### config.mk
export PLATFORM = sky130hd
export DESIGN_NAME = evhp_out_buf
export DESIGN_NICKNAME = d
export VERILOG_FILES = /design/src/rtl/evhp_pkg.sv /design/src/rtl/evhp_out_buf.sv
export SDC_FILE = /design/constraint.sdc
export NUM_CORES = 1
export LEC_CHECK = 0
export ABC_AREA = 1
export BUFFER_PORTS_ARGS = -buffer_cell sky130_fd_sc_hd__buf_2
export CAP_MARGIN = 40
export CORE_MARGIN = 8
export CORE_UTILIZATION = 40
export DETAILED_ROUTE_END_ITERATION = 12
export SYNTH_ARGS = -nofsm -noshare
export SYNTH_HDL_FRONTEND = slang
export SYNTH_SLANG_ARGS = --single-unit
export TNS_END_PERCENT = 20
### constraint.sdc
create_clock -name clk -period 16.72 [get_ports clk]
set_input_delay 0.836 -clock clk [delete_from_list [all_inputs] [get_ports clk]]
set_output_delay 0.836 -clock clk [all_outputs]
set_load 0.05 [all_outputs]
### src/rtl/evhp_pkg.sv
// Shared types and constants for the Ethernet VLAN header parser.
// No dependencies; every other file of the block imports this package.
`timescale 1ns / 1ps

package evhp_pkg;

    // Default limit on nested VLAN tags.
    localparam int DEF_MAX_VLAN_TAGS = 2;

    // Header geometry in bytes.
    localparam int BASE_LEN = 14;
    localparam int TAG_LEN  = 4;

    // Byte positions inside the untagged header.
    localparam int SRC_MAC_START = 6;
    localparam int TYPE_HI_POS   = 12;
    localparam int TYPE_LO_POS   = 13;

    // Configuration register map.
    localparam int CFG_IDX_W = 2;

    typedef enum logic [CFG_IDX_W-1:0] {
        CFG_CVLAN_TPID = 2'd0,
        CFG_SVLAN_TPID = 2'd1
    } cfg_index_t;

    localparam logic [15:0] CVLAN_TPID_RESET = 16'h8100;
    localparam logic [15:0] SVLAN_TPID_RESET = 16'h88A8;

    // Kind of record on the output.
    typedef enum logic [1:0] {
        REC_TAG    = 2'd0,
        REC_HEADER = 2'd1,
        REC_ERROR  = 2'd2
    } record_kind_t;

    // Error codes carried in an error record.
    typedef enum logic [1:0] {
        ERR_NONE  = 2'd0,
        ERR_SHORT = 2'd1,
        ERR_TRUNC = 2'd2,
        ERR_TAGS  = 2'd3
    } error_code_t;

    // Parser phase within a frame.
    typedef enum logic {
        PH_PARSE = 1'b0,
        PH_SKIP  = 1'b1
    } phase_t;

    // One output record as it travels between the parser and the output buffer.
    typedef struct packed {
        record_kind_t record_kind;
        logic [47:0]  dst_mac;
        logic [47:0]  src_mac;
        logic [15:0]  outer_type;
        logic [15:0]  payload_type;
        logic [4:0]   header_length;
        logic [1:0]   tag_count;
        error_code_t  error_code;
        logic [15:0]  tag_tpid;
        logic [2:0]   tag_pcp;
        logic         tag_dei;
        logic [11:0]  tag_vid;
    } record_t;

endpackage

### src/rtl/evhp_out_buf.sv
// Two-entry output buffer: an output register plus a skid register for records.
// Depends on evhp_pkg for the record type.
`timescale 1ns / 1ps

module evhp_out_buf
    import evhp_pkg::*;
(
    input  logic    clk,
    input  logic    rst_n,
    input  logic    push,
    input  record_t push_rec,
    output logic    full,
    output logic    out_valid,
    input  logic    out_ready,
    output record_t out_rec
);

    logic    out_valid_reg, out_valid_next;
    logic    skid_valid_reg, skid_valid_next;
    record_t out_rec_reg, out_rec_next;
    record_t skid_reg, skid_next;
    logic    pop;

    assign pop       = out_valid_reg && out_ready;
    assign full      = skid_valid_reg;
    assign out_valid = out_valid_reg;
    assign out_rec   = out_rec_reg;

    // Move records from the skid register to the output register as the sink drains.
    always_comb
    begin
        out_valid_next  = out_valid_reg;
        skid_valid_next = skid_valid_reg;
        out_rec_next    = out_rec_reg;
        skid_next       = skid_reg;

        if (skid_valid_reg)
        begin
            if (pop)
            begin
                out_rec_next    = skid_reg;
                skid_valid_next = 1'b0;
            end
        end
        else if (!out_valid_reg || pop)
        begin
            out_valid_next = push;
            if (push)
            begin
                out_rec_next = push_rec;
            end
        end
        else if (push)
        begin
            skid_next       = push_rec;
            skid_valid_next = 1'b1;
        end
    end

    always_ff @(posedge clk or negedge rst_n)
    begin
        if (!rst_n)
        begin
            out_valid_reg  <= 1'b0;
            skid_valid_reg <= 1'b0;
        end
        else
        begin
            out_valid_reg  <= out_valid_next;
            skid_valid_reg <= skid_valid_next;
        end
    end

    always_ff @(posedge clk)
    begin
        out_rec_reg <= out_rec_next;
        skid_reg    <= skid_next;
    end

    // The skid register is only used behind a full output register.
    a_skid_behind_out: assert property (@(posedge clk) disable iff (!rst_n)
        skid_valid_reg |-> out_valid_reg)
        else $error("skid entry without output entry");

    // No record is pushed while both entries are occupied.
    a_no_overflow: assert property (@(posedge clk) disable iff (!rst_n)
        push |-> !skid_valid_reg)
        else $error("push into a full output buffer");

    // A drained output register takes the waiting skid record next.
    a_skid_order: assert property (@(posedge clk) disable iff (!rst_n)
        (skid_valid_reg && pop) |=> (out_valid_reg && out_rec_reg == $past(skid_reg)))
        else $error("skid record lost or reordered");

endmodule

==> metrics.csv <==
metric;value;unit
post-cts resize count;0;
switching pwr;0.000805;W
Post-Syn Area per Cell;14.0;um^2
DR vias/cell;4.62;
Initial Utilization;40.6;%
largest area contributor in the netlist;edfxtp_1;
commonest cells in the netlist;nand2_1 (521), edfxtp_1 (342), buf_6 (28);
Cell variety after synth;9;
Die Area;0.0379;mm^2
initial antenna violation count;8;
sequential share of power;46.0;%
P_int;0.00165;W
Final GP Congestion;0.774;
VDD IR max;0.0974;mV
largest net degree at the start of global routing;172;
clock power share;30.5;%
row count;65;
top-count cell post-synth;nand2_1;
syn nets;1087;
final setup TNS;0;ns
max cap viols;0;
Post-DP HPWL;20.1;mm
Rel. slew slack;27.1;%
Finished Layout Cells;1698;
clk slew on worst S/H paths;0.06;ns
Post-Place Setup Slack;13.71;ns
Hold WC Path Type;in2async;
Setup crit end kind;flop;
final hold viol count;0;
DRC errors left;0;
Synth-to-Final Area Change;24.1;%
Final Skew;0.0101;ns
worst setup margin;13.77;ns
share of the synthesized area in the top cell type;80.4;%
Die W;195;um
first-pass GRT wire length;46.8;mm
Final period util;17.6;%
ys flop type;edfxtp_1;
remaining antenna violation count;0;
# clock sinks;344;
grt total ovfl;0;
CP Data Arrival Time;3.07;ns
routed wire length;30.6;mm
Critical Path Fanout Max;98;
dpl cells;1634;
Ports;348;
Sw Ratio;32.8;%
RSZ-0062 raised after global routing;false;
number of flops mapped to enable cells by yosys;342;
CP Launch Type;flop;
Cells after Synth;912;
total number of vias;7852;
endpoints failing setup;0;
Multi-input gate area;0.00199;mm^2
CTS tree;built;
clk root buf;clkbuf_16;
synthesis warning total;0;
count of pins over their slew limit;0;
GRT Resource Usage Total;15.6;%
DR iter-0 viols;479;
I/O Buffers;347;
wire per inst;18.0;um
layout net count;1446;
drt pass-1 iters;4;
Worst Tran Pin Value;1.09;ns
max frequency;0.339;GHz
synthesized flop and latch total;344;
ys async rst share;0.581;%
CTS Buf Count;37;
sequential element share of the synthesized area;80.8;%
post-CTS setup buffer count;0;
vias in the first global route;8034;
Mapped Area;0.0128;mm^2
Period minus WS final;2.95;ns
cts hold-fix bufs;0;
status;finished clean;
power consumption;0.00245;W
die height;195;um
Core Area;0.0315;mm^2
Fillers;2746;
Pleak;6.81;nW
layout cells sized above 1;31.4;%
CP required;16.84;ns
kind of critical path;reg2reg;
pwr dens;155;mW/mm^2
clock latency on the worst-skew pair;0.50;ns
Storage cell area;0.0103;mm^2
ranking of synthesized cells by area;edfxtp_1 (80%), nand2_1 (15%), buf_6 (2.5%), buf_8 (1.2%), dfrtp_1 (0.39%);
H-tree depth;2;
Clock Tree Buf Depth;3;
combinational share of power;23.5;%
cells in the final DEF (no fill, tap or decap), types with 2 or more instances in the layout:
master / n
buf_16: 4
clkinv_2: 4
buf_12: 2
nor2_4: 2
clkbuf_1: 11
diode_2: 3
clkbuf_16: 37
buf_2: 347
clkinv_1: 6
buf_4: 5
bufinv_16: 2
nand2_1: 521
edfxtp_1: 342
inv_1: 4
path summary, 6_finish.rpt:
path                                          from                     end  slack (ns)  cells after the start
setup / recovery                    full$_DFF_PN0_   skid_reg[4]$_DFFE_PP_       13.77                      5
hold / removal                               rst_n          full$_DFF_PN0_        0.11                      1
setup reg to reg                    full$_DFF_PN0_   skid_reg[4]$_DFFE_PP_       13.77                      5
hold reg to reg            skid_reg[158]$_DFFE_PP_  out_rec[158]$_DFFE_PP_        0.51                      2
max in group asynchronous                    rst_n          full$_DFF_PN0_       16.50                      1
min in group clk           skid_reg[158]$_DFFE_PP_  out_rec[158]$_DFFE_PP_        0.51                      2
metrics by stage:
stage | cell area, um^2 | utilization (%) | hold slack (ns)
floorplan | 12800 | - | 0.491
global placement | 14600 | 46.5 | 0.498
detailed placement | 14800 | 46.9 | 0.501
CTS | 15800 | 50.3 | 0.0848
global route | 15900 | 50.4 | 0.0847
finish | 15900 | 50.4 | 0.114
power by group through the flow:
stage / sequential (W) / clock (W) / combinational (W)
3_3_place_gp: 0.00115 / 0 / 0.000570
6_report: 0.00113 / 0.000749 / 0.000577
4_1_cts: 0.00113 / 0.000775 / 0.000587
5_1_grt: 0.00114 / 0.000803 / 0.000617
2_1_floorplan: 0.00144 / 0 / 0.000176
3_5_place_dp: 0.00115 / 0 / 0.000587
critical path, stage by stage, from the launching register on:
cell	delay, ns
dfrtp_4	0.49
inv_6	0.54
nand2_1	0.20
nor2_4	0.34
buf_12	0.24
buf_4	0.66
cell type report:
cell class / instances / share of cell area [%]
flip-flops and latches: 344 / 65.1
multi-input cells: 525 / 12.5
repair buffers: 358 / 12.1
clock buffers: 49 / 6.19
well taps: 402 / 3.17
clock inverters: 12 / 0.647
inverters: 5 / 0.150
diodes: 3 / 0.0474
logic make-up (layout without fill, tap and decap cells):
family / after synthesis / in the layout / share of synthesized area (%)
DFF: 344 / 344 / 80.8
other: 0 / 3 / 0
AOI/OAI and AO/OA: 1 / 1 / 0.0391
and+or+nand+nor: 524 / 524 / 15.4
buffers and inverters: 43 / 424 / 3.79
metal layers:
layer	vias to the layer above	share of wire [%]	GRT usage (%)
li1	3794	-	-
met1	3644	44	21.3
met2	347	44	23.1
met3	57	9.9	5.70
met4	10	2.1	4.44
met5	-	0.16	0
Power figures use the tool's default switching activity.
