### config.mk
export PLATFORM = sky130hd
export DESIGN_NAME = evhp_parse
export DESIGN_NICKNAME = d
export VERILOG_FILES = /design/src/rtl/evhp_pkg.sv /design/src/rtl/evhp_parse.sv
export SDC_FILE = /design/constraint.sdc
export NUM_CORES = 1
export LEC_CHECK = 0
export ABC_CLOCK_PERIOD_IN_PS = 7750
export BUFFER_PORTS_ARGS = -buffer_cell sky130_fd_sc_hd__buf_2
export CORE_ASPECT_RATIO = 1.4
export CORE_UTILIZATION = 35
export DETAILED_ROUTE_END_ITERATION = 10
export PLACE_DENSITY = 0.67
export SKIP_CTS_REPAIR_TIMING = 1
export SLEW_MARGIN = 30
export SYNTH_ARGS = -nofsm -noshare
export SYNTH_HDL_FRONTEND = slang
export SYNTH_SLANG_ARGS = --single-unit
### constraint.sdc
create_clock -name clk -period 7.75 [get_ports clk]
set_input_delay 1.1625 -clock clk [delete_from_list [all_inputs] [get_ports clk]]
set_output_delay 1.1625 -clock clk [all_outputs]
set_load 0.02 [all_outputs]
### src/rtl/evhp_pkg.sv
// Shared types and constants for the Ethernet VLAN header parser.
// No dependencies; every other file of the block imports this package.
`timescale 1ns / 1ps

package evhp_pkg;

    // Default limit on nested VLAN tags.
    localparam int DEF_MAX_VLAN_TAGS = 2;

    // Header geometry in bytes.
    localparam int BASE_LEN = 14;
    localparam int TAG_LEN  = 4;

    // Byte positions inside the untagged header.
    localparam int SRC_MAC_START = 6;
    localparam int TYPE_HI_POS   = 12;
    localparam int TYPE_LO_POS   = 13;

    // Configuration register map.
    localparam int CFG_IDX_W = 2;

    typedef enum logic [CFG_IDX_W-1:0] {
        CFG_CVLAN_TPID = 2'd0,
        CFG_SVLAN_TPID = 2'd1
    } cfg_index_t;

    localparam logic [15:0] CVLAN_TPID_RESET = 16'h8100;
    localparam logic [15:0] SVLAN_TPID_RESET = 16'h88A8;

    // Kind of record on the output.
    typedef enum logic [1:0] {
        REC_TAG    = 2'd0,
        REC_HEADER = 2'd1,
        REC_ERROR  = 2'd2
    } record_kind_t;

    // Error codes carried in an error record.
    typedef enum logic [1:0] {
        ERR_NONE  = 2'd0,
        ERR_SHORT = 2'd1,
        ERR_TRUNC = 2'd2,
        ERR_TAGS  = 2'd3
    } error_code_t;

    // Parser phase within a frame.
    typedef enum logic {
        PH_PARSE = 1'b0,
        PH_SKIP  = 1'b1
    } phase_t;

    // One output record as it travels between the parser and the output buffer.
    typedef struct packed {
        record_kind_t record_kind;
        logic [47:0]  dst_mac;
        logic [47:0]  src_mac;
        logic [15:0]  outer_type;
        logic [15:0]  payload_type;
        logic [4:0]   header_length;
        logic [1:0]   tag_count;
        error_code_t  error_code;
        logic [15:0]  tag_tpid;
        logic [2:0]   tag_pcp;
        logic         tag_dei;
        logic [11:0]  tag_vid;
    } record_t;

endpackage

### src/rtl/evhp_parse.sv
// Per-byte header parser: frame state registers and the record decision logic.
// Depends on evhp_pkg for record types, codes and header geometry.
`timescale 1ns / 1ps

module evhp_parse
    import evhp_pkg::*;
#(
    parameter int MAX_VLAN_TAGS = DEF_MAX_VLAN_TAGS
) (
    input  logic        clk,
    input  logic        rst_n,
    input  logic        step,
    input  logic [7:0]  data_byte,
    input  logic        frame_last,
    input  logic [15:0] cvlan_tpid,
    input  logic [15:0] svlan_tpid,
    output record_t     rec,
    output logic        rec_valid
);

    // The furthest a frame can advance is the TPID that overflows the tag limit.
    localparam int MAX_POS = TYPE_LO_POS + TAG_LEN * MAX_VLAN_TAGS + 1;
    localparam int POS_W   = $clog2(MAX_POS + 1);
    localparam int TAG_W   = $clog2(MAX_VLAN_TAGS + 1);
    localparam int LEN_W   = $clog2(BASE_LEN + TAG_LEN * MAX_VLAN_TAGS + 1);

    logic [POS_W-1:0] pos_reg, pos_next;
    logic [47:0]      dst_reg, dst_next;
    logic [47:0]      src_reg, src_next;
    logic [15:0]      outer_reg, outer_next;
    logic [15:0]      cur_type_reg, cur_type_next;
    logic [15:0]      tci_reg, tci_next;
    logic [TAG_W-1:0] tags_reg, tags_next;
    phase_t           phase_reg, phase_next;

    logic [15:0]      type_full;
    logic             is_tag;
    logic             type_done;
    logic [TAG_W-1:0] tags_inc;
    logic [1:0]       tag_idx;
    logic [15:0]      outer_now;

    // Header length for a given tag count, wrapped to the field width.
    function automatic logic [4:0] len_of(input logic [TAG_W-1:0] t);
        logic [LEN_W-1:0] full;
        full = LEN_W'(BASE_LEN) + LEN_W'(t) * LEN_W'(TAG_LEN);
        return 5'(full);
    endfunction

    assign type_full = {cur_type_reg[15:8], data_byte};
    assign is_tag    = (type_full == cvlan_tpid) || (type_full == svlan_tpid);
    assign tags_inc  = tags_reg + 1'b1;
    assign tag_idx   = 2'(pos_reg - POS_W'(BASE_LEN));
    assign outer_now = (pos_reg == POS_W'(TYPE_LO_POS)) ? type_full : outer_reg;

    // Next frame state and the record, if any, caused by this byte.
    always_comb
    begin
        pos_next      = pos_reg;
        dst_next      = dst_reg;
        src_next      = src_reg;
        outer_next    = outer_reg;
        cur_type_next = cur_type_reg;
        tci_next      = tci_reg;
        tags_next     = tags_reg;
        phase_next    = phase_reg;
        rec           = '0;
        rec_valid     = 1'b0;
        type_done     = 1'b0;

        unique case (phase_reg)
            PH_SKIP:
            begin
                if (frame_last)
                begin
                    pos_next   = '0;
                    tags_next  = '0;
                    phase_next = PH_PARSE;
                end
            end
            PH_PARSE:
            begin
                pos_next = pos_reg + 1'b1;

                // Collect the byte into the field it belongs to.
                priority if (pos_reg < POS_W'(SRC_MAC_START))
                begin
                    dst_next = {dst_reg[39:0], data_byte};
                end
                else if (pos_reg < POS_W'(TYPE_HI_POS))
                begin
                    src_next = {src_reg[39:0], data_byte};
                end
                else if (pos_reg == POS_W'(TYPE_HI_POS))
                begin
                    cur_type_next = {data_byte, 8'h00};
                end
                else if (pos_reg == POS_W'(TYPE_LO_POS))
                begin
                    outer_next    = type_full;
                    cur_type_next = type_full;
                    type_done     = 1'b1;
                end
                else
                begin
                    unique case (tag_idx)
                        2'd0: tci_next = {data_byte, 8'h00};
                        2'd1: tci_next = {tci_reg[15:8], data_byte};
                        2'd2:
                        begin
                            // The tag is complete once its inner type starts.
                            if (!frame_last)
                            begin
                                tags_next         = tags_inc;
                                rec.record_kind   = REC_TAG;
                                rec.dst_mac       = dst_reg;
                                rec.src_mac       = src_reg;
                                rec.outer_type    = outer_reg;
                                rec.header_length = len_of(tags_inc);
                                rec.tag_count     = 2'(tags_inc);
                                rec.tag_tpid      = cur_type_reg;
                                rec.tag_pcp       = tci_reg[15:13];
                                rec.tag_dei       = tci_reg[12];
                                rec.tag_vid       = tci_reg[11:0];
                                rec_valid         = 1'b1;
                            end
                            cur_type_next = {data_byte, 8'h00};
                        end
                        default:
                        begin
                            cur_type_next = type_full;
                            type_done     = 1'b1;
                        end
                    endcase
                end

                // A complete EtherType ends the header, overflows the tag limit,
                // or opens another tag.
                if (type_done)
                begin
                    if (!is_tag)
                    begin
                        rec.record_kind   = REC_HEADER;
                        rec.dst_mac       = dst_reg;
                        rec.src_mac       = src_reg;
                        rec.outer_type    = outer_now;
                        rec.payload_type  = type_full;
                        rec.header_length = len_of(tags_reg);
                        rec.tag_count     = 2'(tags_reg);
                        rec_valid         = 1'b1;
                        phase_next        = PH_SKIP;
                    end
                    else if (tags_reg >= TAG_W'(MAX_VLAN_TAGS))
                    begin
                        rec.record_kind   = REC_ERROR;
                        rec.error_code    = ERR_TAGS;
                        rec.header_length = len_of(tags_reg);
                        rec.tag_count     = 2'(tags_reg);
                        rec_valid         = 1'b1;
                        phase_next        = PH_SKIP;
                    end
                end

                // The frame ends here: report it if nothing else was said.
                if (frame_last)
                begin
                    if (!rec_valid)
                    begin
                        rec               = '0;
                        rec.record_kind   = REC_ERROR;
                        rec.error_code    = (pos_reg < POS_W'(TYPE_LO_POS)) ? ERR_SHORT
                                                                            : ERR_TRUNC;
                        rec.header_length = len_of(tags_reg);
                        rec.tag_count     = 2'(tags_reg);
                        rec_valid         = 1'b1;
                    end
                    pos_next   = '0;
                    tags_next  = '0;
                    phase_next = PH_PARSE;
                end
            end
            default:
            begin
                phase_next = PH_PARSE;
            end
        endcase
    end

    // Frame control state.
    always_ff @(posedge clk or negedge rst_n)
    begin
        if (!rst_n)
        begin
            pos_reg   <= '0;
            tags_reg  <= '0;
            phase_reg <= PH_PARSE;
        end
        else if (step)
        begin
            pos_reg   <= pos_next;
            tags_reg  <= tags_next;
            phase_reg <= phase_next;
        end
    end

    // Header fields; each is fully rewritten before it is used.
    always_ff @(posedge clk)
    begin
        if (step)
        begin
            dst_reg      <= dst_next;
            src_reg      <= src_next;
            outer_reg    <= outer_next;
            cur_type_reg <= cur_type_next;
            tci_reg      <= tci_next;
        end
    end

    // Bytes after a header or an error never produce a record.
    a_skip_silent: assert property (@(posedge clk) disable iff (!rst_n)
        (phase_reg == PH_SKIP) |-> !rec_valid)
        else $error("record produced while skipping to frame end");

    // Only the tag overflow error can appear before the last byte of a frame.
    a_early_error: assert property (@(posedge clk) disable iff (!rst_n)
        (rec_valid && rec.record_kind == REC_ERROR && !frame_last)
            |-> rec.error_code == ERR_TAGS)
        else $error("early error record with wrong code");

    // The byte position never runs past the deepest legal header.
    a_pos_bound: assert property (@(posedge clk) disable iff (!rst_n)
        pos_reg <= POS_W'(MAX_POS))
        else $error("byte position out of range");

    // The tag count never exceeds the configured limit.
    a_tags_bound: assert property (@(posedge clk) disable iff (!rst_n)
        step |=> tags_reg <= TAG_W'(MAX_VLAN_TAGS))
        else $error("tag count above limit");

endmodule

==> impl_metrics.py, run 1 <==
metrics = {
    "timing": {
        "worstMarginPinSlew_ns": 0.9181,
        "finalSetupTns_ns": 0,
        "setup_viol": 0,
        "maxSlewViolCount": 0,
        "max_slew_margin_pct": 38.33,
        "rsz0062_at_grt": "false",
        "period_share_pct": 62.73,
        "max_freq_mhz": 205.7,
        "fin_skew_ns": 0.009114,
        "min_period_ns": 4.861,
        "hold_viol": 0,
    },
    "global_routing": {
        "grt-ovfl-total": 0,
        "grt_pass1_vias": 4813,
        "grt_use_total_pct": 17.76,
        "grt_max_degree": 97,
        "antenna_found_initial": 0,
        "grt_pass1_wl_um": 27460,
    },
    "cts": {
        "cts_buffers": 17,
        "cts_tree": "yes",
        "clock_latency_ns": 0.42,
        "cts.sink_count": 152,
        "htree_levels": 4,
        "clk_pin_slew_ns": 0.06,
        "cts_buffer_depth": 2,
        "root_buffer": "clkbuf_16",
    },
    "routing": {
        "ant_nets": 0,
        "vias": 5074,
        "post_drt_wl_per_cell_um": 18.12,
        "drt_iter0_drc": 288,
        "wl_um": 18550,
        "first_pass_iters": 4,
        "vias_per_cell": 4.955,
        "drc": 0,
    },
    "synthesis": {
        "netlist_top_cells_area": "edfxtp_1 (60%), and2_1 (11%), xnor2_1 (3.9%), and3_1 (2.9%), mux2_2 (2.8%)",
        "synth.ff_latch_count": 152,
        "ys_seq_area_share_pct": 62.59,
        "synth_top_area_share_pct": 59.82,
        "synthesis.nets": 612,
        "async_flop_share_pct": 5.263,
        "synth_area_leader_cell": "edfxtp_1",
        "yosysUniqueCellTypes": 43,
        "synthFlopType": "edfxtp_1",
        "netlist_area_sq_um": 7228,
        "synth-edff-count": 144,
        "synthCells": 560,
        "avgSynthCellArea_sq_um": 12.91,
        "synth_warnings": 0,
    },
    "worst_setup_path": {
        "critPathKind": "input pin to output port",
        "required_ns": 6.59,
        "worstPathCellList": "buf_2 > xnor2_1 > nand4_1 > nor4_4 > nor3_2 > nor4_4 > a22o_1 > buf_2",
        "path_max_fanout": 15,
        "slowest_stage": "nor4_4",
        "setup.worst_path.end_class": "output port",
        "start_kind": "input pin",
        "crit_buf_inv": 2,
        "arrival_ns": 3.70,
        "crit_family": "simple AND/OR/NAND/NOR gates",
        "critPathMaxStageDelay_ns": 0.80,
    },
    "final_layout": {
        "num_antenna_cells": 0,
        "final_nets": 811,
        "layout-drive-gt1-share_pct": 36.79,
        "fillCellCount": 1862,
        "fin_area_sq_um": 9075,
        "final_common_cell": "buf_2",
        "mostFrequentLayoutCells": "buf_2 (214), edfxtp_1 (144), and2_1 (132)",
        "syn_to_final_growth_pct": 25.55,
        "stdcell_count": 1024,
    },
    "place": {
        "dpl.hpwl_um": 12760,
        "place_area_sq_um": 8531,
        "port_buffers": 214,
        "gp_congestion": 0.8325,
        "dpl.cell_count": 992,
    },
    "run_status": {
        "status": "finished clean",
    },
    "power": {
        "vdd_drop_max_mv": 0.1369,
        "power.density_nw_per_um2": 222.6,
        "power_leakage_nw": 4.010,
    },
    "floorplan": {
        "initial_utilization_pct": 36.01,
        "coreArea_sq_um": 20070,
        "die_w_um": 123.5,
        "row_count": 61,
        "fp.dieH_um": 172.0,
        "io_pins": 216,
        "design.die.area_sq_um": 21240,
    },
    "worst_hold_path": {
        "hp-class": "flop to flop",
    },
    "flow_run": {
        "drv_cap": 0,
    },
}
layout make-up:
class	instances	area, sq um	share of cell area, %
Clock buffer	17	425.4	4.688
Clock inverter	15	118.9	1.310
Inverter	9	33.78	0.3723
Multi-Input combinational cell	355	2511	27.67
Sequential cell	152	4524	49.86
Tap cell	252	315.3	3.474
Timing Repair Buffer	224	1146	12.63
metal layers:
metal  share of wire [%]  GRT usage (%)  vias up
met1                  41          20.51     2419
met4                 1.9          6.757        0
li1                    -              -     2386
met3                 8.1          4.848       26
met2                  49          30.97      243
met5                   0              0        -
power breakdown:
| group | internal [mW] | switching [mW] | total (mW) |
|---|---|---|---|
| Sequential | 1.01 | 0.0388 | 1.05 |
| Combinational | 0.0716 | 0.143 | 0.214 |
| Clock | 0.415 | 0.345 | 0.760 |
cells in the mapped netlist (all sizes together) (2+ instances only):
library cell / instances
and2: 132
mux2: 18
a21o: 2
o22ai: 4
o21a: 2
a22o: 15
a211oi: 5
clkbuf: 31
nor2: 16
inv: 9
nand2: 10
nor2b: 17
a32o: 4
buf: 13
o21ai: 8
nand3: 3
dfrtp: 8
nor3b: 3
nand4: 8
ha: 8
nor4: 5
nor3: 6
a21oi: 12
o211a: 2
edfxtp: 144
xnor2: 32
and3: 33
final timing paths:
kind / from / cells after the start / slack [ns] / end
min in group asynchronous: rst_n / 1 / 0.58 / phase_reg
max in group asynchronous: rst_n / 1 / 6.99 / pos_reg[3]
hold reg to reg: dst_reg[0] / 0 / 0.43 / dst_reg[8]
setup / recovery: data_byte[0] / 8 / 2.89 / rec[67]
hold / removal: dst_reg[0] / 0 / 0.43 / dst_reg[8]
setup reg to reg: phase_reg / 5 / 5.05 / dst_reg[1]
kinds of logic after synthesis:
logic type / synth area share [%]
flops: 62.59
mux: 2.804
xor+xnor: 3.877
compound gates: 5.955
buf+inv: 2.995
simple gates: 20.34
fa+ha+maj: 1.385
other cells: 0.05188
stage by stage:
step | total power, mW | worst slack, ns | utilization (%) | hold slack [ns]
5_1_grt | 2.096 | 2.663 | 45.21 | 0.4463
4_1_cts | 2.044 | 2.861 | 45.21 | 0.4359
6_report | 2.020 | 2.889 | 45.21 | 0.4347
3_5_place_dp | 1.282 | 2.873 | 42.50 | 0.4232
3_3_place_gp | 1.275 | 2.964 | 42.50 | 0.4192
2_1_floorplan | 1.199 | 0.8878 | - | 0.4174
Power figures use the tool's default switching activity.
==> inputs of run 2 (changes only) <==
--- a/config.mk
+++ b/config.mk
@@ -5,12 +5,12 @@
 export SDC_FILE = /design/constraint.sdc
 export NUM_CORES = 1
 export LEC_CHECK = 0
-export ABC_CLOCK_PERIOD_IN_PS = 7750
+export ABC_CLOCK_PERIOD_IN_PS = 4350
 export BUFFER_PORTS_ARGS = -buffer_cell sky130_fd_sc_hd__buf_2
 export CORE_ASPECT_RATIO = 1.4
 export CORE_UTILIZATION = 35
 export DETAILED_ROUTE_END_ITERATION = 10
-export PLACE_DENSITY = 0.67
+export PLACE_DENSITY = 0.69
 export SKIP_CTS_REPAIR_TIMING = 1
 export SLEW_MARGIN = 30
 export SYNTH_ARGS = -nofsm -noshare
==> constraint.sdc (replaced) <==
create_clock -name clk -period 4.35 [get_ports clk]
set_input_delay 0.6525 -clock clk [delete_from_list [all_inputs] [get_ports clk]]
set_output_delay 0.6525 -clock clk [all_outputs]
set_load 0.02 [all_outputs]
==> run 2 against run 1 <==
  * Cell area rose by 0.92%
  * Wire length rose by 4.2%
  * Global-route usage rose by 0.65 points
  * Sequential share of layout area fell by 0.46 points
  * Critical path type is now flop to output port
  * Critical endpoint is now rec[35]
==> impl_metrics.py, run 2 (synthesis results as in run 1) <==
metrics = {
    "run_status": {
        "status": "finished clean",
    },
    "global_routing": {
        "grt_pass1_vias": 4927,
        "grt-ovfl-total": 0,
        "grt_use_total_pct": 18.41,
        "grt_pass1_wl_um": 28300,
        "antenna_found_initial": 0,
        "grt_max_degree": 97,
    },
    "worst_setup_path": {
        "crit_buf_inv": 1,
        "crit_family": "simple AND/OR/NAND/NOR gates",
        "start_kind": "flop",
        "worstPathCellList": "xnor2_1 > nand4_1 > nor4_4 > nor3_2 > or4_1 > a211oi_2 > buf_2",
        "critPathMaxStageDelay_ns": 0.57,
        "arrival_ns": 3.22,
        "setup.worst_path.end_class": "output port",
        "critPathKind": "flop to output port",
        "slowest_stage": "edfxtp_1",
        "path_max_fanout": 10,
        "required_ns": 3.70,
    },
    "power": {
        "p_int_mw": 2.733,
        "switching_share_pct": 26.10,
        "power_leakage_nw": 4.053,
        "p_clk_share_pct": 39.0,
        "vdd_drop_max_mv": 0.2219,
        "power.density_nw_per_um2": 403.8,
        "pwr-share-comb_pct": 10.6,
        "seq_power_share_pct": 50.4,
        "switchingPower_mw": 0.9653,
    },
    "final_layout": {
        "fin_area_sq_um": 9159,
        "final_common_cell": "buf_2",
        "final_util_pct": 45.63,
        "mostFrequentLayoutCells": "buf_2 (214), edfxtp_1 (144), and2_1 (132)",
        "num_antenna_cells": 0,
        "syn_to_final_growth_pct": 26.71,
        "stdcell_count": 1028,
        "layout-drive-gt1-share_pct": 37.24,
        "final_nets": 815,
    },
    "timing": {
        "period_share_pct": 88.97,
        "maxSlewViolCount": 0,
        "fin_hold_ws_ns": 0.07154,
        "hold_viol": 0,
        "finalSetupTns_ns": 0,
        "rsz0062_at_grt": "false",
        "max_slew_margin_pct": 36.31,
        "min_period_ns": 3.870,
        "worstMarginPinSlew_ns": 0.9543,
        "fin_skew_ns": 0.01770,
        "max_freq_mhz": 258.4,
        "setup_viol": 0,
    },
    "cts": {
        "clock_latency_ns": 0.43,
        "htree_levels": 4,
        "cts_tree": "yes",
        "clk_pin_slew_ns": 0.07,
        "cts_buffer_depth": 2,
        "cts_buffers": 17,
        "cts.sink_count": 152,
        "root_buffer": "clkbuf_16",
    },
    "floorplan": {
        "fp.dieH_um": 172.0,
        "die_w_um": 123.5,
        "design.die.area_sq_um": 21240,
        "initial_utilization_pct": 36.01,
        "row_count": 61,
        "coreArea_sq_um": 20070,
        "io_pins": 216,
    },
    "place": {
        "place_area_sq_um": 8578,
        "dpl.cell_count": 996,
        "gp_congestion": 0.8628,
        "port_buffers": 214,
        "dpl.hpwl_um": 13520,
    },
    "worst_hold_path": {
        "hp-class": "input pin to asynchronous set/reset pin",
    },
    "routing": {
        "ant_nets": 0,
        "drt_iter0_drc": 375,
        "wl_um": 19330,
        "vias_per_cell": 4.994,
        "post_drt_wl_per_cell_um": 18.81,
        "vias": 5134,
        "drc": 0,
        "first_pass_iters": 5,
    },
    "flow_run": {
        "drv_cap": 0,
    },
}
[run 2: changes by cell type in the layout (fill, tap and decap cells not counted), sizes merged]
cell      change
bufinv        +1
inv           +2
clkinv        -2
buf           +4
clkinvlp      -1
[run 2: metal layers]
layer	track usage (%)	wire length, um	share of wire, %
met1	20.62	7472	39
met2	32.11	9866	51
met3	6.563	1620	8.4
met4	6.076	374	1.9
met5	0	0	0
[run 2: worst paths after layout]
kind / from / endpoint / slack [ns] / cells after the start
max: cur_type_reg[14] / rec[35] / 0.48 / 7
min: rst_n / tags_reg[0] / 0.07 / 1
max reg2reg: phase_reg / dst_reg[3] / 1.63 / 5
min reg2reg: dst_reg[9] / dst_reg[17] / 0.43 / 0
max in group asynchronous: rst_n / pos_reg[2] / 4.08 / 1
min in group clk: dst_reg[9] / dst_reg[17] / 0.43 / 0
[run 2: layout make-up]
class                           count  area (sq um)
Timing Repair Buffer              228          1176
Clock inverter                     15         155.1
Clock buffer                       17         425.4
Sequential cell                   152          4524
Inverter                            9         33.78
Fill cell                        1819         10910
Tap cell                          252         315.3
Multi-Input combinational cell    355          2529
[run 2: through the flow]
stage | worst slack [ns] | total power [mW]
6_report | 0.4800 | 3.698
5_1_grt | 0.3459 | 3.848
4_1_cts | 0.4730 | 3.738
3_5_place_dp | 0.6120 | 2.294
3_3_place_gp | 0.6042 | 2.280
2_1_floorplan | 0.09954 | 2.130
[run 2: power groups by stage]
stage | Combinational, mW | Sequential (mW) | Clock (mW)
final | 0.391 | 1.87 | 1.44
after global routing | 0.429 | 1.88 | 1.53
after detailed placement | 0.395 | 1.90 | 0
after global placement | 0.391 | 1.89 | 0
after CTS | 0.396 | 1.87 | 1.47
after floorplan | 0.263 | 1.87 | 0
==> inputs of run 3 (changes only) <==
--- a/config.mk
+++ b/config.mk
@@ -8,9 +8,9 @@
 export ABC_CLOCK_PERIOD_IN_PS = 4350
 export BUFFER_PORTS_ARGS = -buffer_cell sky130_fd_sc_hd__buf_2
 export CORE_ASPECT_RATIO = 1.4
-export CORE_UTILIZATION = 35
+export CORE_UTILIZATION = 45
 export DETAILED_ROUTE_END_ITERATION = 10
-export PLACE_DENSITY = 0.69
+export PLACE_DENSITY = 0.83
 export SKIP_CTS_REPAIR_TIMING = 1
 export SLEW_MARGIN = 30
 export SYNTH_ARGS = -nofsm -noshare
==> run 3 against run 2 <==
  * Combinational power is 3% lower
  * Sequential power hardly changed
  * Sequential share of layout area is 0.11 points higher
  * Global-route usage is 3.0 points higher
  * Largest power group unchanged
  * Largest cell class unchanged
  * Fmax is 2.9% higher
==> impl_metrics.py, run 3 (synthesis results as in run 1) <==
metrics = {
    "routing": {
        "wl_um": 17880,
        "drc": 0,
        "vias": 5135,
        "first_pass_iters": 5,
        "ant_nets": 0,
        "drt_iter0_drc": 324,
        "vias_per_cell": 5.310,
        "post_drt_wl_per_cell_um": 18.49,
    },
    "cts": {
        "cts_buffer_depth": 2,
        "cts.sink_count": 152,
        "root_buffer": "clkbuf_16",
        "cts_tree": "yes",
        "clock_latency_ns": 0.42,
        "htree_levels": 4,
        "clk_pin_slew_ns": 0.07,
        "cts_buffers": 17,
    },
    "place": {
        "place_ws_ns": 0.7356,
        "dpl.cell_count": 935,
        "gp_congestion": 0.8720,
        "port_buffers": 214,
        "place_area_sq_um": 8489,
        "dpl.hpwl_um": 12230,
    },
    "power": {
        "power.density_nw_per_um2": 424.8,
        "switchingPower_mw": 0.9750,
        "pwr-share-comb_pct": 9.8,
        "power_leakage_nw": 4.071,
        "seq_power_share_pct": 48.1,
        "switching_share_pct": 25.12,
        "p_clk_share_pct": 42.1,
        "vdd_drop_max_mv": 0.2147,
        "report.power.total_mw": 3.882,
        "p_int_mw": 2.907,
    },
    "timing": {
        "finalSetupTns_ns": 0,
        "fin_skew_ns": 0.01491,
        "max_slew_margin_pct": 42.03,
        "setup_viol": 0,
        "hold_viol": 0,
        "min_period_ns": 3.762,
        "period_share_pct": 86.49,
        "fin_ws_ns": 0.5875,
        "rsz0062_at_grt": "false",
        "worstMarginPinSlew_ns": 0.8675,
        "max_freq_mhz": 265.8,
        "maxSlewViolCount": 0,
        "fin_hold_ws_ns": 0.06949,
    },
    "floorplan": {
        "row_count": 54,
        "coreArea_sq_um": 15680,
        "fp.dieH_um": 152.0,
        "initial_utilization_pct": 46.11,
        "design.die.area_sq_um": 16580,
        "die_w_um": 109.1,
        "io_pins": 216,
    },
    "global_routing": {
        "grt.met2_usage_pct": 36.93,
        "gr-usage-met1_pct": 24.29,
        "grt-ovfl-total": 0,
        "grt_max_degree": 97,
        "grtUsageMet3_pct": 5.620,
        "busiest_layer": "met2",
        "antenna_found_initial": 0,
        "grt_pass1_wl_um": 26490,
        "grt_pass1_vias": 4877,
        "grt_use_total_pct": 21.42,
    },
    "final_layout": {
        "final_common_cell": "buf_2",
        "final_nets": 810,
        "layout-drive-gt1-share_pct": 36.96,
        "mostFrequentLayoutCells": "buf_2 (214), edfxtp_1 (144), and2_1 (132)",
        "stdcell_count": 967,
        "seq_area_sq_um": 4524,
        "final_util_pct": 58.29,
        "fillCellCount": 1255,
        "syn_to_final_growth_pct": 26.42,
        "fin_area_sq_um": 9138,
        "multiInputGateArea_sq_um": 2535,
        "num_antenna_cells": 0,
    },
    "worst_setup_path": {
        "start_kind": "flop",
        "critPathKind": "flop to output port",
        "arrival_ns": 3.11,
        "setup.worst_path.end_class": "output port",
        "required_ns": 3.70,
        "path_max_fanout": 10,
    },
    "flow_run": {
        "drv_cap": 0,
    },
    "run_status": {
        "status": "finished clean",
    },
    "worst_hold_path": {
        "hp-class": "input pin to asynchronous set/reset pin",
    },
}
[run 3: layout make-up]
type / count / area share [%]
Sequential cell: 152 / 49.51
Multi-Input combinational cell: 355 / 27.74
Timing Repair Buffer: 223 / 12.60
Clock buffer: 17 / 4.656
Tap cell: 196 / 2.684
Clock inverter: 15 / 2.437
Inverter: 9 / 0.3697
[run 3: worst paths after layout]
check	start	to	slack, ns	cells after the start
max in group asynchronous	rst_n	pos_reg[2]	4.10	1
min	rst_n	tags_reg[0]	0.07	1
min in group clk	dst_reg[4]	dst_reg[12]	0.43	0
max reg2reg	phase_reg	dst_reg[2]	1.64	5
min reg2reg	dst_reg[4]	dst_reg[12]	0.43	0
max	cur_type_reg[9]	rec[35]	0.59	7
[run 3: power by group through the flow]
stage	logic [mW]	registers (mW)	clock network, mW
floorplan	0.263	1.87	0
global placement	0.373	1.89	0
detailed placement	0.383	1.90	0
CTS	0.384	1.87	1.66
global route	0.416	1.88	1.71
finish	0.380	1.87	1.63
[run 3: layer usage]
metal	vias up	wire length (um)
li1	2383	-
met3	31	1655
met4	0	486
met5	-	0
met2	287	9045
met1	2434	6689
[run 3: critical path: stages, from the launching register on]
cell,delay (ns)
edfxtp_1,0.51
xnor2_1,0.31
nand4_1,0.19
nor4_4,0.49
nor3_2,0.22
or4_1,0.56
a211oi_2,0.22
buf_2,0.20
